## config.mk

```make
export PLATFORM = sky130hd
export DESIGN_NAME = counted_blinker_top
export DESIGN_NICKNAME = d
export VERILOG_FILES = /design/src/rtl/core/cbl_pkg.sv /design/src/rtl/core/cbl_engine.sv /design/src/rtl/core/counted_blinker_top.sv
export SDC_FILE = /design/constraint.sdc
export NUM_CORES = 1
export LEC_CHECK = 0
export BUFFER_PORTS_ARGS = -buffer_cell sky130_fd_sc_hd__clkbuf_2
export CORE_MARGIN = 5
export CORE_UTILIZATION = 37
export CTS_CLUSTER_DIAMETER = 150
export DETAILED_ROUTE_END_ITERATION = 8
export GPL_TIMING_DRIVEN = 0
export SYNTH_ARGS = -nofsm -noshare
export SYNTH_HDL_FRONTEND = slang
export SYNTH_SLANG_ARGS = --single-unit
```

## constraint.sdc

```tcl
create_clock -name clk -period 10.9 [get_ports clk]
set_input_delay 0.545 -clock clk [delete_from_list [all_inputs] [get_ports clk]]
set_output_delay 0.545 -clock clk [all_outputs]
set_load 0.03 [all_outputs]
```

## src/rtl/core/cbl_pkg.sv

```systemverilog
// ----------------------------------------------------------------------------
// cbl_pkg
// Shared types and codes of the counted blinker: item structs, the
// configuration struct, input modes and the start, stop and break codes.
// ----------------------------------------------------------------------------
package cbl_pkg;

  // input item
  typedef struct packed {
    logic [1:0] mode;
    logic       switch_value;
    logic [7:0] blink_count;
    logic       feedback_valid;
    logic [6:0] feedback_level;
  } cbl_in_t;

  // result item
  typedef struct packed {
    logic       send_output;
    logic [6:0] output_level;
    logic       active_changed;
    logic       blinking_active;
  } cbl_out_t;

  // configuration registers
  typedef struct packed {
    logic [31:0] on_time_ms;
    logic [31:0] off_time_ms;
    logic [7:0]  count_setting;
    logic        output_is_percent;
    logic [14:0] percent_levels;
    logic [1:0]  start_mode;
    logic [1:0]  stop_mode;
    logic [2:0]  break_mode;
  } cbl_cfg_t;

  localparam int unsigned CfgIdxW  = 3;
  localparam int unsigned CfgDataW = 32;

  // register indexes
  localparam logic [CfgIdxW-1:0] REG_ON_TIME     = 3'd0;
  localparam logic [CfgIdxW-1:0] REG_OFF_TIME    = 3'd1;
  localparam logic [CfgIdxW-1:0] REG_COUNT       = 3'd2;
  localparam logic [CfgIdxW-1:0] REG_IS_PERCENT  = 3'd3;
  localparam logic [CfgIdxW-1:0] REG_PCT_LEVELS  = 3'd4;
  localparam logic [CfgIdxW-1:0] REG_START_MODE  = 3'd5;
  localparam logic [CfgIdxW-1:0] REG_STOP_MODE   = 3'd6;
  localparam logic [CfgIdxW-1:0] REG_BREAK_MODE  = 3'd7;

  // input modes
  localparam logic [1:0] MODE_TICK   = 2'd0;
  localparam logic [1:0] MODE_SWITCH = 2'd1;
  localparam logic [1:0] MODE_COUNT  = 2'd2;
  localparam logic [1:0] MODE_NONE   = 2'd3;

  // start modes
  localparam logic [1:0] START_ON       = 2'd0;
  localparam logic [1:0] START_OFF      = 2'd1;
  localparam logic [1:0] START_OPPOSITE = 2'd2;
  localparam logic [1:0] START_PRIOR    = 2'd3;

  // stop modes
  localparam logic [1:0] STOP_OFF      = 2'd0;
  localparam logic [1:0] STOP_ON       = 2'd1;
  localparam logic [1:0] STOP_PRIOR    = 2'd2;
  localparam logic [1:0] STOP_OPPOSITE = 2'd3;

  // break modes
  localparam logic [2:0] BRK_IGNORE   = 3'd0;
  localparam logic [2:0] BRK_ON       = 3'd1;
  localparam logic [2:0] BRK_OFF      = 3'd2;
  localparam logic [2:0] BRK_PRIOR    = 3'd3;
  localparam logic [2:0] BRK_OPPOSITE = 3'd4;
  localparam logic [2:0] BRK_SILENT   = 3'd5;

  localparam logic [7:0] AUTO_COUNT  = 8'd255;
  localparam logic [6:0] MAX_PERCENT = 7'd100;

  // reset values of the configuration registers
  localparam logic [31:0] ON_TIME_RST    = 32'd500;
  localparam logic [31:0] OFF_TIME_RST   = 32'd500;
  localparam logic [14:0] PCT_LEVELS_RST = 15'd25600;

endpackage

```

## src/rtl/core/cbl_engine.sv

```systemverilog
// ----------------------------------------------------------------------------
// cbl_engine
// Blinker state and the single-pass update that one item makes to it,
// giving the result item of that step.
// ----------------------------------------------------------------------------
module cbl_engine (
  input  logic              clk,
  input  logic              rst_n,
  input  logic              fire,
  input  cbl_pkg::cbl_in_t  item,
  input  cbl_pkg::cbl_cfg_t cfg,
  output cbl_pkg::cbl_out_t res
);
  import cbl_pkg::*;

  // blinker state
  logic        running_r, running_nxt;
  logic        phase_on_r, phase_on_nxt;
  logic [6:0]  saved_level_r, saved_level_nxt;
  logic [8:0]  changes_left_r, changes_left_nxt;
  logic [31:0] phase_elapsed_r, phase_elapsed_nxt;
  logic [6:0]  last_level_r, last_level_nxt;
  logic        last_known_r, last_known_nxt;
  logic        auto_started_r, auto_started_nxt;

  logic [6:0]  pct_on, pct_off;

  // start path
  logic [7:0]  start_count;
  logic        fb_use, have_prior;
  logic [6:0]  prior_raw, prior_clamp;
  logic        b_prior, b_phase, b_counted, b_dec;
  logic [6:0]  b_saved;
  logic [8:0]  b_changes;

  // tick path
  logic [31:0] phase_time, elapsed_inc, elapsed_rem;
  logic        reached;
  logic [8:0]  changes_dec;

  logic        opp_on;
  logic        do_begin, do_break, do_halt, emit_en, active_tx;
  logic [6:0]  emit_lvl;

  function automatic logic [6:0] bool_level(input logic on, input logic pct,
                                            input logic [6:0] lon,
                                            input logic [6:0] loff);
    logic [6:0] lvl;
    if (pct) begin
      lvl = on ? lon : loff;
    end else begin
      lvl = {6'd0, on};
    end
    return lvl;
  endfunction

  // percent levels clamped to 100
  assign pct_on  = (cfg.percent_levels[14:8] > MAX_PERCENT) ? MAX_PERCENT
                                                            : cfg.percent_levels[14:8];
  assign pct_off = (cfg.percent_levels[7:0] > {1'b0, MAX_PERCENT}) ? MAX_PERCENT
                                                                   : cfg.percent_levels[6:0];

  // prior level sampled on start
  assign start_count = (item.mode == MODE_COUNT) ? item.blink_count : cfg.count_setting;
  assign fb_use      = (cfg.count_setting != AUTO_COUNT) && item.feedback_valid;
  assign have_prior  = fb_use || last_known_r;
  assign prior_raw   = fb_use ? item.feedback_level : last_level_r;
  assign prior_clamp = (prior_raw > MAX_PERCENT) ? MAX_PERCENT : prior_raw;

  always_comb begin
    if (cfg.output_is_percent) begin
      b_saved = have_prior ? prior_clamp : pct_off;
      b_prior = have_prior && (prior_clamp != pct_off);
    end else begin
      b_prior = have_prior && (prior_raw != 7'd0);
      b_saved = {6'd0, b_prior};
    end
  end

  // phase changes until the end of a counted run
  assign b_counted = (cfg.count_setting != AUTO_COUNT) && (cfg.count_setting != 8'd0);
  assign b_dec     = ((cfg.stop_mode == STOP_OFF) && b_prior)
                  || ((cfg.stop_mode == STOP_ON) && !b_prior)
                  || (cfg.stop_mode == STOP_PRIOR);
  assign b_changes = b_counted ? ({start_count, 1'b0} - {8'd0, b_dec}) : 9'd0;

  // first phase
  always_comb begin
    unique case (cfg.start_mode)
      START_ON:       b_phase = 1'b1;
      START_OFF:      b_phase = 1'b0;
      START_OPPOSITE: b_phase = !b_prior;
      START_PRIOR:    b_phase = b_prior;
    endcase
  end

  // phase timing, saturating at the top
  assign phase_time  = phase_on_r ? cfg.on_time_ms : cfg.off_time_ms;
  assign elapsed_inc = (&phase_elapsed_r) ? phase_elapsed_r : phase_elapsed_r + 32'd1;
  assign reached     = elapsed_inc >= phase_time;
  assign elapsed_rem = elapsed_inc - phase_time;
  assign changes_dec = changes_left_r - 9'd1;

  // opposite of the saved prior level
  assign opp_on = cfg.output_is_percent ? (saved_level_r == pct_off)
                                        : (saved_level_r == 7'd0);

  // step decode and state update
  always_comb begin
    running_nxt       = running_r;
    phase_on_nxt      = phase_on_r;
    saved_level_nxt   = saved_level_r;
    changes_left_nxt  = changes_left_r;
    phase_elapsed_nxt = phase_elapsed_r;
    last_level_nxt    = last_level_r;
    last_known_nxt    = last_known_r;
    auto_started_nxt  = auto_started_r;
    do_begin  = 1'b0;
    do_break  = 1'b0;
    do_halt   = 1'b0;
    emit_en   = 1'b0;
    emit_lvl  = 7'd0;
    active_tx = 1'b0;

    unique case (item.mode)
      MODE_TICK: begin
        if ((cfg.count_setting == AUTO_COUNT) && !auto_started_r) begin
          auto_started_nxt = 1'b1;
          do_begin         = 1'b1;
        end else if (running_r) begin
          phase_elapsed_nxt = elapsed_inc;
          if (reached) begin
            phase_elapsed_nxt = elapsed_rem;
            phase_on_nxt      = !phase_on_r;
            if (changes_left_r == 9'd0) begin
              emit_en  = 1'b1;
              emit_lvl = bool_level(!phase_on_r, cfg.output_is_percent, pct_on, pct_off);
            end else begin
              changes_left_nxt = changes_dec;
              if (changes_dec != 9'd0) begin
                emit_en  = 1'b1;
                emit_lvl = bool_level(!phase_on_r, cfg.output_is_percent, pct_on, pct_off);
              end else begin
                do_halt = 1'b1;
                emit_en = 1'b1;
                unique case (cfg.stop_mode)
                  STOP_OFF:
                    emit_lvl = bool_level(1'b0, cfg.output_is_percent, pct_on, pct_off);
                  STOP_ON:
                    emit_lvl = bool_level(1'b1, cfg.output_is_percent, pct_on, pct_off);
                  STOP_PRIOR:
                    emit_lvl = saved_level_r;
                  STOP_OPPOSITE:
                    emit_lvl = bool_level(opp_on, cfg.output_is_percent, pct_on, pct_off);
                endcase
              end
            end
          end
        end
      end
      MODE_SWITCH: begin
        do_begin = item.switch_value;
        do_break = !item.switch_value;
      end
      MODE_COUNT: begin
        do_begin = (item.blink_count != 8'd0);
        do_break = (item.blink_count == 8'd0);
      end
      MODE_NONE: begin
        do_begin = 1'b0;
      end
    endcase

    // start of blinking
    if (do_begin) begin
      saved_level_nxt   = b_saved;
      changes_left_nxt  = b_changes;
      phase_elapsed_nxt = 32'd0;
      running_nxt       = 1'b1;
      phase_on_nxt      = b_phase;
      active_tx         = 1'b1;
      emit_en           = 1'b1;
      emit_lvl          = bool_level(b_phase, cfg.output_is_percent, pct_on, pct_off);
    end

    // break request
    if (do_break) begin
      unique case (cfg.break_mode)
        BRK_ON: begin
          do_halt  = 1'b1;
          emit_en  = 1'b1;
          emit_lvl = bool_level(1'b1, cfg.output_is_percent, pct_on, pct_off);
        end
        BRK_OFF: begin
          do_halt  = 1'b1;
          emit_en  = 1'b1;
          emit_lvl = bool_level(1'b0, cfg.output_is_percent, pct_on, pct_off);
        end
        BRK_PRIOR: begin
          do_halt  = 1'b1;
          emit_en  = 1'b1;
          emit_lvl = saved_level_r;
        end
        BRK_OPPOSITE: begin
          do_halt  = 1'b1;
          emit_en  = 1'b1;
          emit_lvl = bool_level(opp_on, cfg.output_is_percent, pct_on, pct_off);
        end
        BRK_SILENT: begin
          do_halt = 1'b1;
        end
        default: begin
          do_halt = 1'b0;
        end
      endcase
    end

    // end of blinking
    if (do_halt) begin
      running_nxt       = 1'b0;
      changes_left_nxt  = 9'd0;
      phase_elapsed_nxt = 32'd0;
      active_tx         = 1'b1;
    end

    // remember the last telegram value
    if (emit_en) begin
      last_level_nxt = emit_lvl;
      last_known_nxt = 1'b1;
    end
  end

  // result of this step
  assign res.send_output     = emit_en;
  assign res.output_level    = emit_en ? emit_lvl : 7'd0;
  assign res.active_changed  = active_tx;
  assign res.blinking_active = running_nxt;

  // state registers
  always_ff @(posedge clk) begin
    if (!rst_n) begin
      running_r       <= 1'b0;
      phase_on_r      <= 1'b0;
      saved_level_r   <= 7'd0;
      changes_left_r  <= 9'd0;
      phase_elapsed_r <= 32'd0;
      last_level_r    <= 7'd0;
      last_known_r    <= 1'b0;
      auto_started_r  <= 1'b0;
    end else if (fire) begin
      running_r       <= running_nxt;
      phase_on_r      <= phase_on_nxt;
      saved_level_r   <= saved_level_nxt;
      changes_left_r  <= changes_left_nxt;
      phase_elapsed_r <= phase_elapsed_nxt;
      last_level_r    <= last_level_nxt;
      last_known_r    <= last_known_nxt;
      auto_started_r  <= auto_started_nxt;
    end
  end

endmodule

```

## src/rtl/core/counted_blinker_top.sv

```systemverilog
// ----------------------------------------------------------------------------
// counted_blinker_top
// Event driven blinker with on/off phase timing and an optional blink count.
// ----------------------------------------------------------------------------
// The block takes one item per clock cycle while the output is not stalled and
// returns exactly one result item for each: tick, start and break items all go
// through the same path. An item is captured in an input register, the blinker
// state update and the result are worked out in one pass from that register,
// and the result sits in an output register until taken, so the result of an
// item passes from the input register to the output register once that is
// free. The rate is set by that single state update, which runs once per
// cycle while the output register is free; while a result waits the input
// register can take one more item and then holds in_ready low until the result
// is taken. Configuration writes are always taken (cfg_ready is tied high) and
// take effect on the next item; there is no clearing pass after reset.
module counted_blinker_top (
  input  logic                           clk,
  input  logic                           rst_n,
  input  logic                           in_valid,
  output logic                           in_ready,
  input  cbl_pkg::cbl_in_t               in_item,
  output logic                           out_valid,
  input  logic                           out_ready,
  output cbl_pkg::cbl_out_t              out_item,
  input  logic                           cfg_valid,
  output logic                           cfg_ready,
  input  logic [cbl_pkg::CfgIdxW-1:0]    cfg_index,
  input  logic [cbl_pkg::CfgDataW-1:0]   cfg_data
);
  import cbl_pkg::*;

  cbl_cfg_t cfg_r;
  logic     in_valid_r;
  cbl_in_t  in_item_r;
  logic     out_valid_r;
  cbl_out_t out_item_r;
  cbl_out_t res;
  logic     advance, fire;

  // configuration registers
  assign cfg_ready = 1'b1;

  always_ff @(posedge clk) begin
    if (!rst_n) begin
      cfg_r.on_time_ms        <= ON_TIME_RST;
      cfg_r.off_time_ms       <= OFF_TIME_RST;
      cfg_r.count_setting     <= 8'd0;
      cfg_r.output_is_percent <= 1'b0;
      cfg_r.percent_levels    <= PCT_LEVELS_RST;
      cfg_r.start_mode        <= START_ON;
      cfg_r.stop_mode         <= STOP_OFF;
      cfg_r.break_mode        <= BRK_IGNORE;
    end else if (cfg_valid) begin
      unique case (cfg_index)
        REG_ON_TIME:    cfg_r.on_time_ms        <= cfg_data;
        REG_OFF_TIME:   cfg_r.off_time_ms       <= cfg_data;
        REG_COUNT:      cfg_r.count_setting     <= cfg_data[7:0];
        REG_IS_PERCENT: cfg_r.output_is_percent <= cfg_data[0];
        REG_PCT_LEVELS: cfg_r.percent_levels    <= cfg_data[14:0];
        REG_START_MODE: cfg_r.start_mode        <= cfg_data[1:0];
        REG_STOP_MODE:  cfg_r.stop_mode         <= cfg_data[1:0];
        REG_BREAK_MODE: cfg_r.break_mode        <= cfg_data[2:0];
      endcase
    end
  end

  // flow control: the update fires when the output register is free
  assign advance  = !out_valid_r || out_ready;
  assign fire     = in_valid_r && advance;
  assign in_ready = !in_valid_r || advance;

  // input register
  always_ff @(posedge clk) begin
    if (!rst_n) begin
      in_valid_r <= 1'b0;
    end else if (in_valid && in_ready) begin
      in_valid_r <= 1'b1;
    end else if (fire) begin
      in_valid_r <= 1'b0;
    end
  end

  always_ff @(posedge clk) begin
    if (in_valid && in_ready) begin
      in_item_r <= in_item;
    end
  end

  // blinker state and step logic
  cbl_engine u_engine (
    .clk   (clk),
    .rst_n (rst_n),
    .fire  (fire),
    .item  (in_item_r),
    .cfg   (cfg_r),
    .res   (res)
  );

  // output register
  always_ff @(posedge clk) begin
    if (!rst_n) begin
      out_valid_r <= 1'b0;
    end else if (fire) begin
      out_valid_r <= 1'b1;
    end else if (out_ready) begin
      out_valid_r <= 1'b0;
    end
  end

  always_ff @(posedge clk) begin
    if (fire) begin
      out_item_r <= res;
    end
  end

  assign out_valid = out_valid_r;
  assign out_item  = out_item_r;

endmodule

```

; After elaboration in Yosys (flattened, before gate mapping)
; Cells that the tools add are included.
[totals]
latchBits = 0
inputBits = 59
wordCells = 193
mem_bits_ro = 0
output_inout_bits = 13
ramBits = 0
n_memories = 0
regBits = 185
[op_classes]
n_reduce_logical = 56
shift = 0
n_mux = 74
div = 0
n_eq_ne = 28
add_sub_neg = 4
bitwise = 0
multipliers = 0
n_lt_le_gt_ge = 4
[op_table]
columns = operator, count
row1 = $mux 32, 8
row2 = $mux 7, 22
row3 = $mux 9, 8
row4 = $pmux 7 s4, 2
row5 = $add 32x1->32 const B, 1
row6 = $ge 32x32->1, 1
row7 = $reduce_and 32->1, 1
row8 = $sub 32x32->32, 1
row9 = $mux 1, 30
row10 = $reduce_and 2->1, 10
row11 = $eq 3x3->1 const B, 6
row12 = $reduce_bool 8->1, 2
row13 = $gt 7x7->1 const B, 2
row14 = $eq 2x2->1 const B, 6
row15 = $eq 3x2->1 const B, 4
row16 = $reduce_bool 2->1, 5
row17 = $logic_and 1x1->1, 9
row18 = $logic_not 9->1, 1
row19 = $reduce_bool 3->1, 3
row20 = $reduce_bool 9->1, 1
row21 = $sub 9x1->9, 1
row22 = $sub 9x1->9 const B, 1
row23 = $eq 8x8->1 const B, 1
row24 = $gt 8x7->1 const B, 1
row25 = other kinds (23), 39

; Longest topological paths before layout
; Gate-level depths: netlist of the first run.
[depth]
word_depth = 16
depth_mapped = 24

; By module
; Synthesis of the first run repeated with hierarchy kept, for this count alone.
[unflattened]
hier_cells = 1514
hier_area_um2 = 12483.2
[by_module_without_submodules]
columns = module, area_per_inst_um2, n_inst, cells_each
row1 = cbl_engine, 7815.0, 1, 1107
row2 = counted_blinker_top, 4668.2, 1, 407

; Worst setup path before layout of the first run
; No wires, ideal clock.
[synth_timing]
kind = reg2reg
start = reg u_engine.phase_elapsed_r[7]
end = reg u_engine.phase_elapsed_r[24]
arrival_time_ns = 4.952
path_buffers = 3
stages_incl_launch_ff = 22
synth_period_minus_slack_ns = 5.038
setup_time_ns = 0.086
slack_ns = 5.862
path_cell_list = dfxtp_1 and4_1 nand4_1 nor4b_1 nor3b_2 or3b_1 clkbuf_1 nor2_1 and3_1 xor2_1 ha_1 a21o_1 a21o_1 a21oi_1 nand3_1 nand4bb_1 and3_1 buf_2 o31ai_2 clkbuf_1 a21oi_1 a211oi_1
[synth_via]
elab_chain_cells = 10
word_cells_on_any_way = 20
cone_classes = add/sub (2) / order compare (1) / eq/ne (1) / mux (12) / reduce/logical (4)
[synth_rtl]
columns = element, line
row1 = "start, declared", cbl_engine.sv:21  ; logic [31:0] phase_elapsed_r, phase_elapsed_nxt;
row2 = "start signal, assigned", cbl_engine.sv:255  ; phase_elapsed_r <= phase_elapsed_nxt;
row3 = $add 32x1->32 or $reduce_and 32->1 (tied branches), cbl_engine.sv:99  ; assign elapsed_inc = (&phase_elapsed_r) ? phase_elapsed_r : phase_elapsed_r + 32'd1;
row4 = $mux 32 *, cbl_engine.sv:99
row5 = $ge 32x32->1, cbl_engine.sv:100  ; assign reached = elapsed_inc >= phase_time;
row6 = $mux 1, cbl_engine.sv:132  ; if (reached) begin
row7 = $mux 1, cbl_engine.sv:130  ; end else if (running_r) begin
row8 = $mux 1, cbl_engine.sv:127  ; if ((cfg.count_setting == AUTO_COUNT) && !auto_started_r) begin
row9 = $mux 1, cbl_engine.sv:125  ; unique case (item.mode)
row10 = $mux 1, cbl_engine.sv:187  ; if (do_break) begin
row11 = $ne 3x1->1 (no line) or $reduce_bool 3->1 (tied branches), n/a
row12 = $reduce_and 4->1 (no line), n/a
; Mark *: on every way between the ends. The rest lies on a longest branch, timed or not. The select of a mux whose other input is x is not followed.
; A chain may end at the register's enable or synchronous reset.

; Worst setup path after layout of the first run
[layout_timing]
start = reg u_engine.phase_elapsed_r[7]
end = reg u_engine.phase_elapsed_r[29]
; Same word-level chain as after synthesis.

==> results of run 1 <==
## cells in the final DEF, fill, tap and decap left out, types with 30 or more instances in the layout
cell      instances
a21oi_1         169
clkbuf_1         69
clkbuf_2         69
dfxtp_1         156
ha_1             40
inv_1            30
mux2i_1          66
nand2_1         312
nand3_1          57
nor2_1          116
o21ai_0          62
xnor2_1          43
## worst max-delay path by stage
stage / endpoint / cells past startpoint / from / slack [ns]
2_1_floorplan: u_engine.phase_elapsed_r[24]$_SDFFE_PN0P_ / 21 / u_engine.phase_elapsed_r[7]$_SDFFE_PN0P_ / 5.86
3_3_place_gp: u_engine.phase_elapsed_r[29]$_SDFFE_PN0P_ / 22 / u_engine.phase_elapsed_r[7]$_SDFFE_PN0P_ / 4.08
3_5_place_dp: u_engine.phase_elapsed_r[29]$_SDFFE_PN0P_ / 22 / u_engine.phase_elapsed_r[7]$_SDFFE_PN0P_ / 4.00
4_1_cts: u_engine.phase_elapsed_r[29]$_SDFFE_PN0P_ / 22 / u_engine.phase_elapsed_r[7]$_SDFFE_PN0P_ / 3.98
5_1_grt: u_engine.phase_elapsed_r[29]$_SDFFE_PN0P_ / 22 / u_engine.phase_elapsed_r[6]$_SDFFE_PN0P_ / 3.57
6_report: u_engine.phase_elapsed_r[29]$_SDFFE_PN0P_ / 22 / u_engine.phase_elapsed_r[7]$_SDFFE_PN0P_ / 3.89
## final cells by class
class | count | share of cell area (%)
clock inverter | 14 | 1.15
timing repair buffer | 69 | 2.59
tap | 402 | 3.78
inverter | 33 | 0.930
clock buffer | 18 | 3.30
multi-input combinational | 1238 | 55.7
buffer | 82 | 2.59
sequential | 185 | 30.0
## stage by stage
stage	instances	area [um2]	utilization, %
after global placement	2009	12700	40.2
after global routing	2041	13300	42.1
final	2041	13300	42.1
after CTS	2041	13300	42.1
after detailed placement	2009	12700	40.2
after floorplan	1538	11900	-
## worst max-delay path, delay by kind of cell (launching register included)
| family | cells | cell delay, ns |
|---|---|---|
| DFF | 1 | 0.42 |
| buffers and inverters | 3 | 0.68 |
| and+or+nand+nor | 13 | 4.45 |
| AOI/OAI and AO/OA | 4 | 0.80 |
| adders and majority gates | 1 | 0.38 |
| xor gates and xnor gates | 1 | 0.16 |
## routing by layer
metal / vias to the layer above / global-route usage (%) / part of all wire [%]
met4: 0 / 6.28 / 2.0
li1: 5674 / - / -
met1: 5531 / 32.2 / 48
met2: 417 / 33.9 / 44
met3: 45 / 3.15 / 6.8
met5: - / 0 / 0
## flip-flops by register name (all words and copies together) (netlist names)
signal	flops
u_engine.last_known_r	1
u_engine.changes_left_r	9
out_item	10
u_engine.auto_started_r	1
in_item_r	19
u_engine.running_r	1
u_engine.last_level_r	7
u_engine.saved_level_r	7
u_engine.phase_on_r	1
out_valid	1
u_engine.phase_elapsed_r	32
in_valid_r	1
cfg_r	95
## cells by family after synthesis
kind of cell	count (synthesis)	share of synthesized area [%]
simple gates	643	24.6
flops	185	33.6
compound gates	408	21.7
other cells	1	0.0316
mux	73	6.37
buf+inv	115	3.95
fa+ha+maj	41	4.38
xor+xnor	72	5.31
## power breakdown
part | leakage [nW] | switching, mW | internal (mW)
clock network | 0.289 | 0.316 | 0.313
registers | 1.54 | 0.0148 | 0.712
logic | 3.26 | 0.205 | 0.0986
total | 5.09 | 0.535 | 1.12
==> impl_metrics.yaml, run 1 <==
sta:
  layout_min_cycle_time_ns: 7.01
  setup_viol: 0
  tns_ns: 0
  tightest_slew_ns: 1.43
  period_share_pct: 64.3
  holdWs_ns: 0.262
  worst_slew_margin_rel_pct: 3.54
  maxSlewViolCount: 0
  skew_ns: 0.0163
  hold_violations: 0
  fmax_ghz: 0.143
  fin_ws_ns: 3.89
  rsz0062_at_grt: "no"
layout:
  fill_cells: 3203
  multi_input_comb_area_um2: 7420
  drive_gt1_share_pct: 8.30
  diodes: 0
  area_growth_pct: 12.1
  fin_nets: 1726
  seqCellArea_um2: 3990
clock_network:
  cts_hold_buf: 0
  clkSinkCount: 185
  post_cts_buffers: 0
  cts_root_buf: "clkbuf_16"
  cts_resized: 0
  cts_max_path_buffers: 2
  clk_latency_ns: 0.46
  numCtsBuffers: 17
  cts_htree_levels: 4
  clkTransAtPathRegs_ns: 0.08
  cts_tree: "built"
synth:
  synthArstFlopShare_pct: 0
  synth_edf_count: 29
  synth-seq-area-share_pct: 33.6
  ys_top_cells_by_area: "dfxtp_1 26%, nand2_1 9.9%, edfxtp_1 7.3%"
  ys.flop_type: "dfxtp_1"
  ys_top_cells_by_count: "312 x nand2_1, 169 x a21oi_1, 156 x dfxtp_1, 116 x nor2_1, 69 x clkbuf_1"
  synth_top_area_cell: "dfxtp_1"
  ys_seq_elements: 185
  postSynthCellCount: 1538
  ys_warn_count: 0
  netlist_area_um2: 11900
  post-synth-top-count-cell: "nand2_1"
  syn_nets: 1638
  syn_area_per_cell_um2: 7.72
  synth_top_area_share_pct: 26.3
  synthDistinctLibCells: 87
global_routing:
  grt_max_degree: 20
  grt_use_total_pct: 22.0
  grt_pass1_vias: 10900
  grt.overflow.total: 0
  antenna_found_initial: 0
  grt_pass1_wl_um: 61800
worst_setup_path:
  cp-start-kind: "register"
  reg2reg_setup_slack_ns: 3.89
  critical_path_class: "reg -> reg"
  required_ns: 11.27
  r2r-start: "u_engine.phase_elapsed_r[7]$_SDFFE_PN0P_"
  max_stage_delay_ns: 0.69
  crit_path_max_fanout: 9
  cp-end-kind: "register"
  timing.rr.end: "u_engine.phase_elapsed_r[29]$_SDFFE_PN0P_"
  rr_worst_depth: 22
  crit_slowest_cell: "nor3_1"
  path_cells: "and4_1, nand4_1, nor4b_1, nor3b_2, or3b_1, clkbuf_1, nor2_1, and3_1, xor2_1, ha_1, a21o_1, a21o_1, a21oi_1, nand3_1, nand4bb_1, and3_1, buf_2, nor2_2, inv_2, nor3_1, nand2_1, o22ai_1"
  cp.arrival_ns: 7.38
floorplanning:
  core.rowCount: 65
  num_io_pins: 72
  die_x_um: 189
  die_y_um: 189
  initial_core_util_pct: 37.6
  dieArea_um2: 35800
  coreArea_um2: 31600
pwr:
  ir_worst_vdd_mv: 0.106
  power_density_nw_per_um2: 125
  power_mw: 1.66
  p_leak_nw: 5.09
drt:
  vias: 11700
  dr.pass1.iters: 6
  drt_iter0_drc: 1122
  ant_nets: 0
  wl_per_cell_um: 19.6
  drc: 0
  drt-vias-per-instance: 5.72
  wl_um: 40000
placement:
  hpwl_um: 30900
  portBuffers: 69
  dpl_worst_slack_ns: 4.00
  gp_congestion: 0.943
status:
  status: "finished, final reports clean"
flow_run:
  maxCapViolCount: 0
worst_hold_path:
  holdPathStages: 1
  min_path_type: "in -> reg"
  worstHoldStart: "in_item[15]"
  hold_end: "in_item_r[15]$_DFFE_PP_"
Note: power is estimated with default switching activity, not from simulation.
==> run 2, diff against run 1 <==
==> constraint.sdc (replaced) <==
create_clock -name clk -period 6.6 [get_ports clk]
set_input_delay 0.33 -clock clk [delete_from_list [all_inputs] [get_ports clk]]
set_output_delay 0.33 -clock clk [all_outputs]
set_load 0.03 [all_outputs]
==> impl_metrics.yaml, run 2 (same netlist as run 1, synthesis figures left out) <==
sta:
  fmax_ghz: 0.158
  tightest_slew_ns: 1.41
  skew_ns: 0.0169
  layout_min_cycle_time_ns: 6.31
  rsz0062_at_grt: "no"
  hold_violations: 0
  tns_ns: 0
  setup_viol: 0
  holdWs_ns: 0.0474
  maxSlewViolCount: 0
  period_share_pct: 95.7
  worst_slew_margin_rel_pct: 5.44
worst_setup_path:
  cp.buffers_inverters: 2
  cp-start-kind: "register"
  cp.arrival_ns: 6.72
  cp-end-kind: "register"
  max_stage_delay_ns: 0.78
  rr_worst_depth: 20
  crit_path_max_fanout: 10
  critical_path_class: "reg -> reg"
  reg2reg_setup_slack_ns: 0.29
  crit_family: "simple AND/OR/NAND/NOR gates"
  r2r-start: "u_engine.phase_elapsed_r[6]$_SDFFE_PN0P_"
  critPathLaunch: "u_engine.phase_elapsed_r[6]$_SDFFE_PN0P_"
  path_cells: "and4_1, nand4_1, nor4b_2, nor3b_4, or3b_1, clkbuf_1, nor2_1, and3_1, xor2_1, ha_1, a21o_1, a21o_1, a21oi_1, nand3_1, nand4bb_1, and3_1, buf_2, o31a_1, nor2_1, a22o_1"
  cp.depth: 20
  crit_slowest_cell: "nor2_1"
  required_ns: 7.00
clock_network:
  cts_root_buf: "clkbuf_16"
  numCtsBuffers: 17
  cts_htree_levels: 4
  cts_max_path_buffers: 2
  cts_hold_buf: 0
  cts_tree: "built"
  clk_latency_ns: 0.46
  clkSinkCount: 185
  clkTransAtPathRegs_ns: 0.08
global_routing:
  grt_use_total_pct: 22.0
  grt_max_degree: 20
  grt_pass1_vias: 10900
  antenna_found_initial: 0
  grt_pass1_wl_um: 61800
  grt.overflow.total: 0
drt:
  drc: 0
  wl_um: 39800
  wl_per_cell_um: 19.5
  drt_iter0_drc: 1130
  route.met2.wl_um: 17300
  route.met3.wl_um: 2590
  vias: 11700
  dr.pass1.iters: 5
  met1_length_um: 19100
  drt-vias-per-instance: 5.71
  top_layer_used: "met4"
  ant_nets: 0
floorplanning:
  die_y_um: 189
  die_x_um: 189
  initial_core_util_pct: 37.6
  dieArea_um2: 35800
  coreArea_um2: 31600
  core.rowCount: 65
  num_io_pins: 72
placement:
  hpwl_um: 30900
  gp_congestion: 0.943
  placed_area_um2: 12700
  portBuffers: 69
layout:
  final_cell_mix: "312 x nand2_1, 169 x a21oi_1, 156 x dfxtp_1, 116 x nor2_1"
  drive_gt1_share_pct: 8.48
  layout_commonest_cell: "nand2_1"
  diodes: 0
  area_growth_pct: 12.4
  reg_top3: "cfg_r x95, u_engine.phase_elapsed_r x32, in_item_r x19"
  largest_reg_flops: 95
  final_util_pct: 42.2
  largest_register: "cfg_r"
  fin_nets: 1726
  design_area_um2: 13400
pwr:
  power_density_nw_per_um2: 205
  p_leak_nw: 5.12
  power_mw: 2.74
  ir_worst_vdd_mv: 0.175
worst_hold_path:
  worstHoldStart: "in_item[15]"
  holdPathStages: 1
  min_path_type: "in -> reg"
status:
  status: "finished, final reports clean"
flow_run:
  maxCapViolCount: 0
[run 2: through the flow]
stage / cells / setup slack (ns)
floorplan: 1538 / 1.56
global placement: 2009 / -0.216
detailed placement: 2009 / -0.296
CTS: 2041 / 0.0611
global route: 2041 / 0.0198
finish: 2041 / 0.287
[run 2: worst paths after layout]
check / end
worst max-delay path: u_engine.phase_elapsed_r[26]$_SDFFE_PN0P_
worst min-delay path: in_item_r[15]$_DFFE_PP_
worst max register to register: u_engine.phase_elapsed_r[26]$_SDFFE_PN0P_
worst min register to register: cfg_r[78]$_SDFFE_PN0P_
[run 2: layout make-up]
class	count	area (um2)
buffer	82	345
fill	3196	18300
clock buffer	18	439
clock inverter	14	153
tap	402	503
multi-input combinational	1238	7450
sequential	185	3990
timing repair buffer	69	345
inverter	33	124
[run 2: what timing repair did]
action / in CTS / in global routing
setup endpoints to repair: 26 / 39
pin swaps: 0 / 0
gates resized for setup: 4 / 2
buffers inserted: 0 / 0
[run 2: power by group]
| group | internal (mW) | switching [mW] | leakage (nW) | total [mW] |
|---|---|---|---|---|
| logic | 0.163 | 0.338 | 3.29 | 0.501 |
| registers | 1.18 | 0.0245 | 1.54 | 1.20 |
| clock network | 0.518 | 0.522 | 0.289 | 1.04 |
[run 2: metal layers]
layer	vias to the layer above	global-route usage (%)
li1	5680	-
met1	5531	32.2
met2	396	33.8
met3	47	3.19
met4	0	6.42
met5	-	0
[run 2: worst reg2reg max path, delay by kind of cell (launching register included)]
family,cells,cell delay [ns]
simple gates,11,3.57
compound gates,5,1.23
buf+inv,2,0.49
flops,1,0.44
fa+ha+maj,1,0.38
xor+xnor,1,0.16
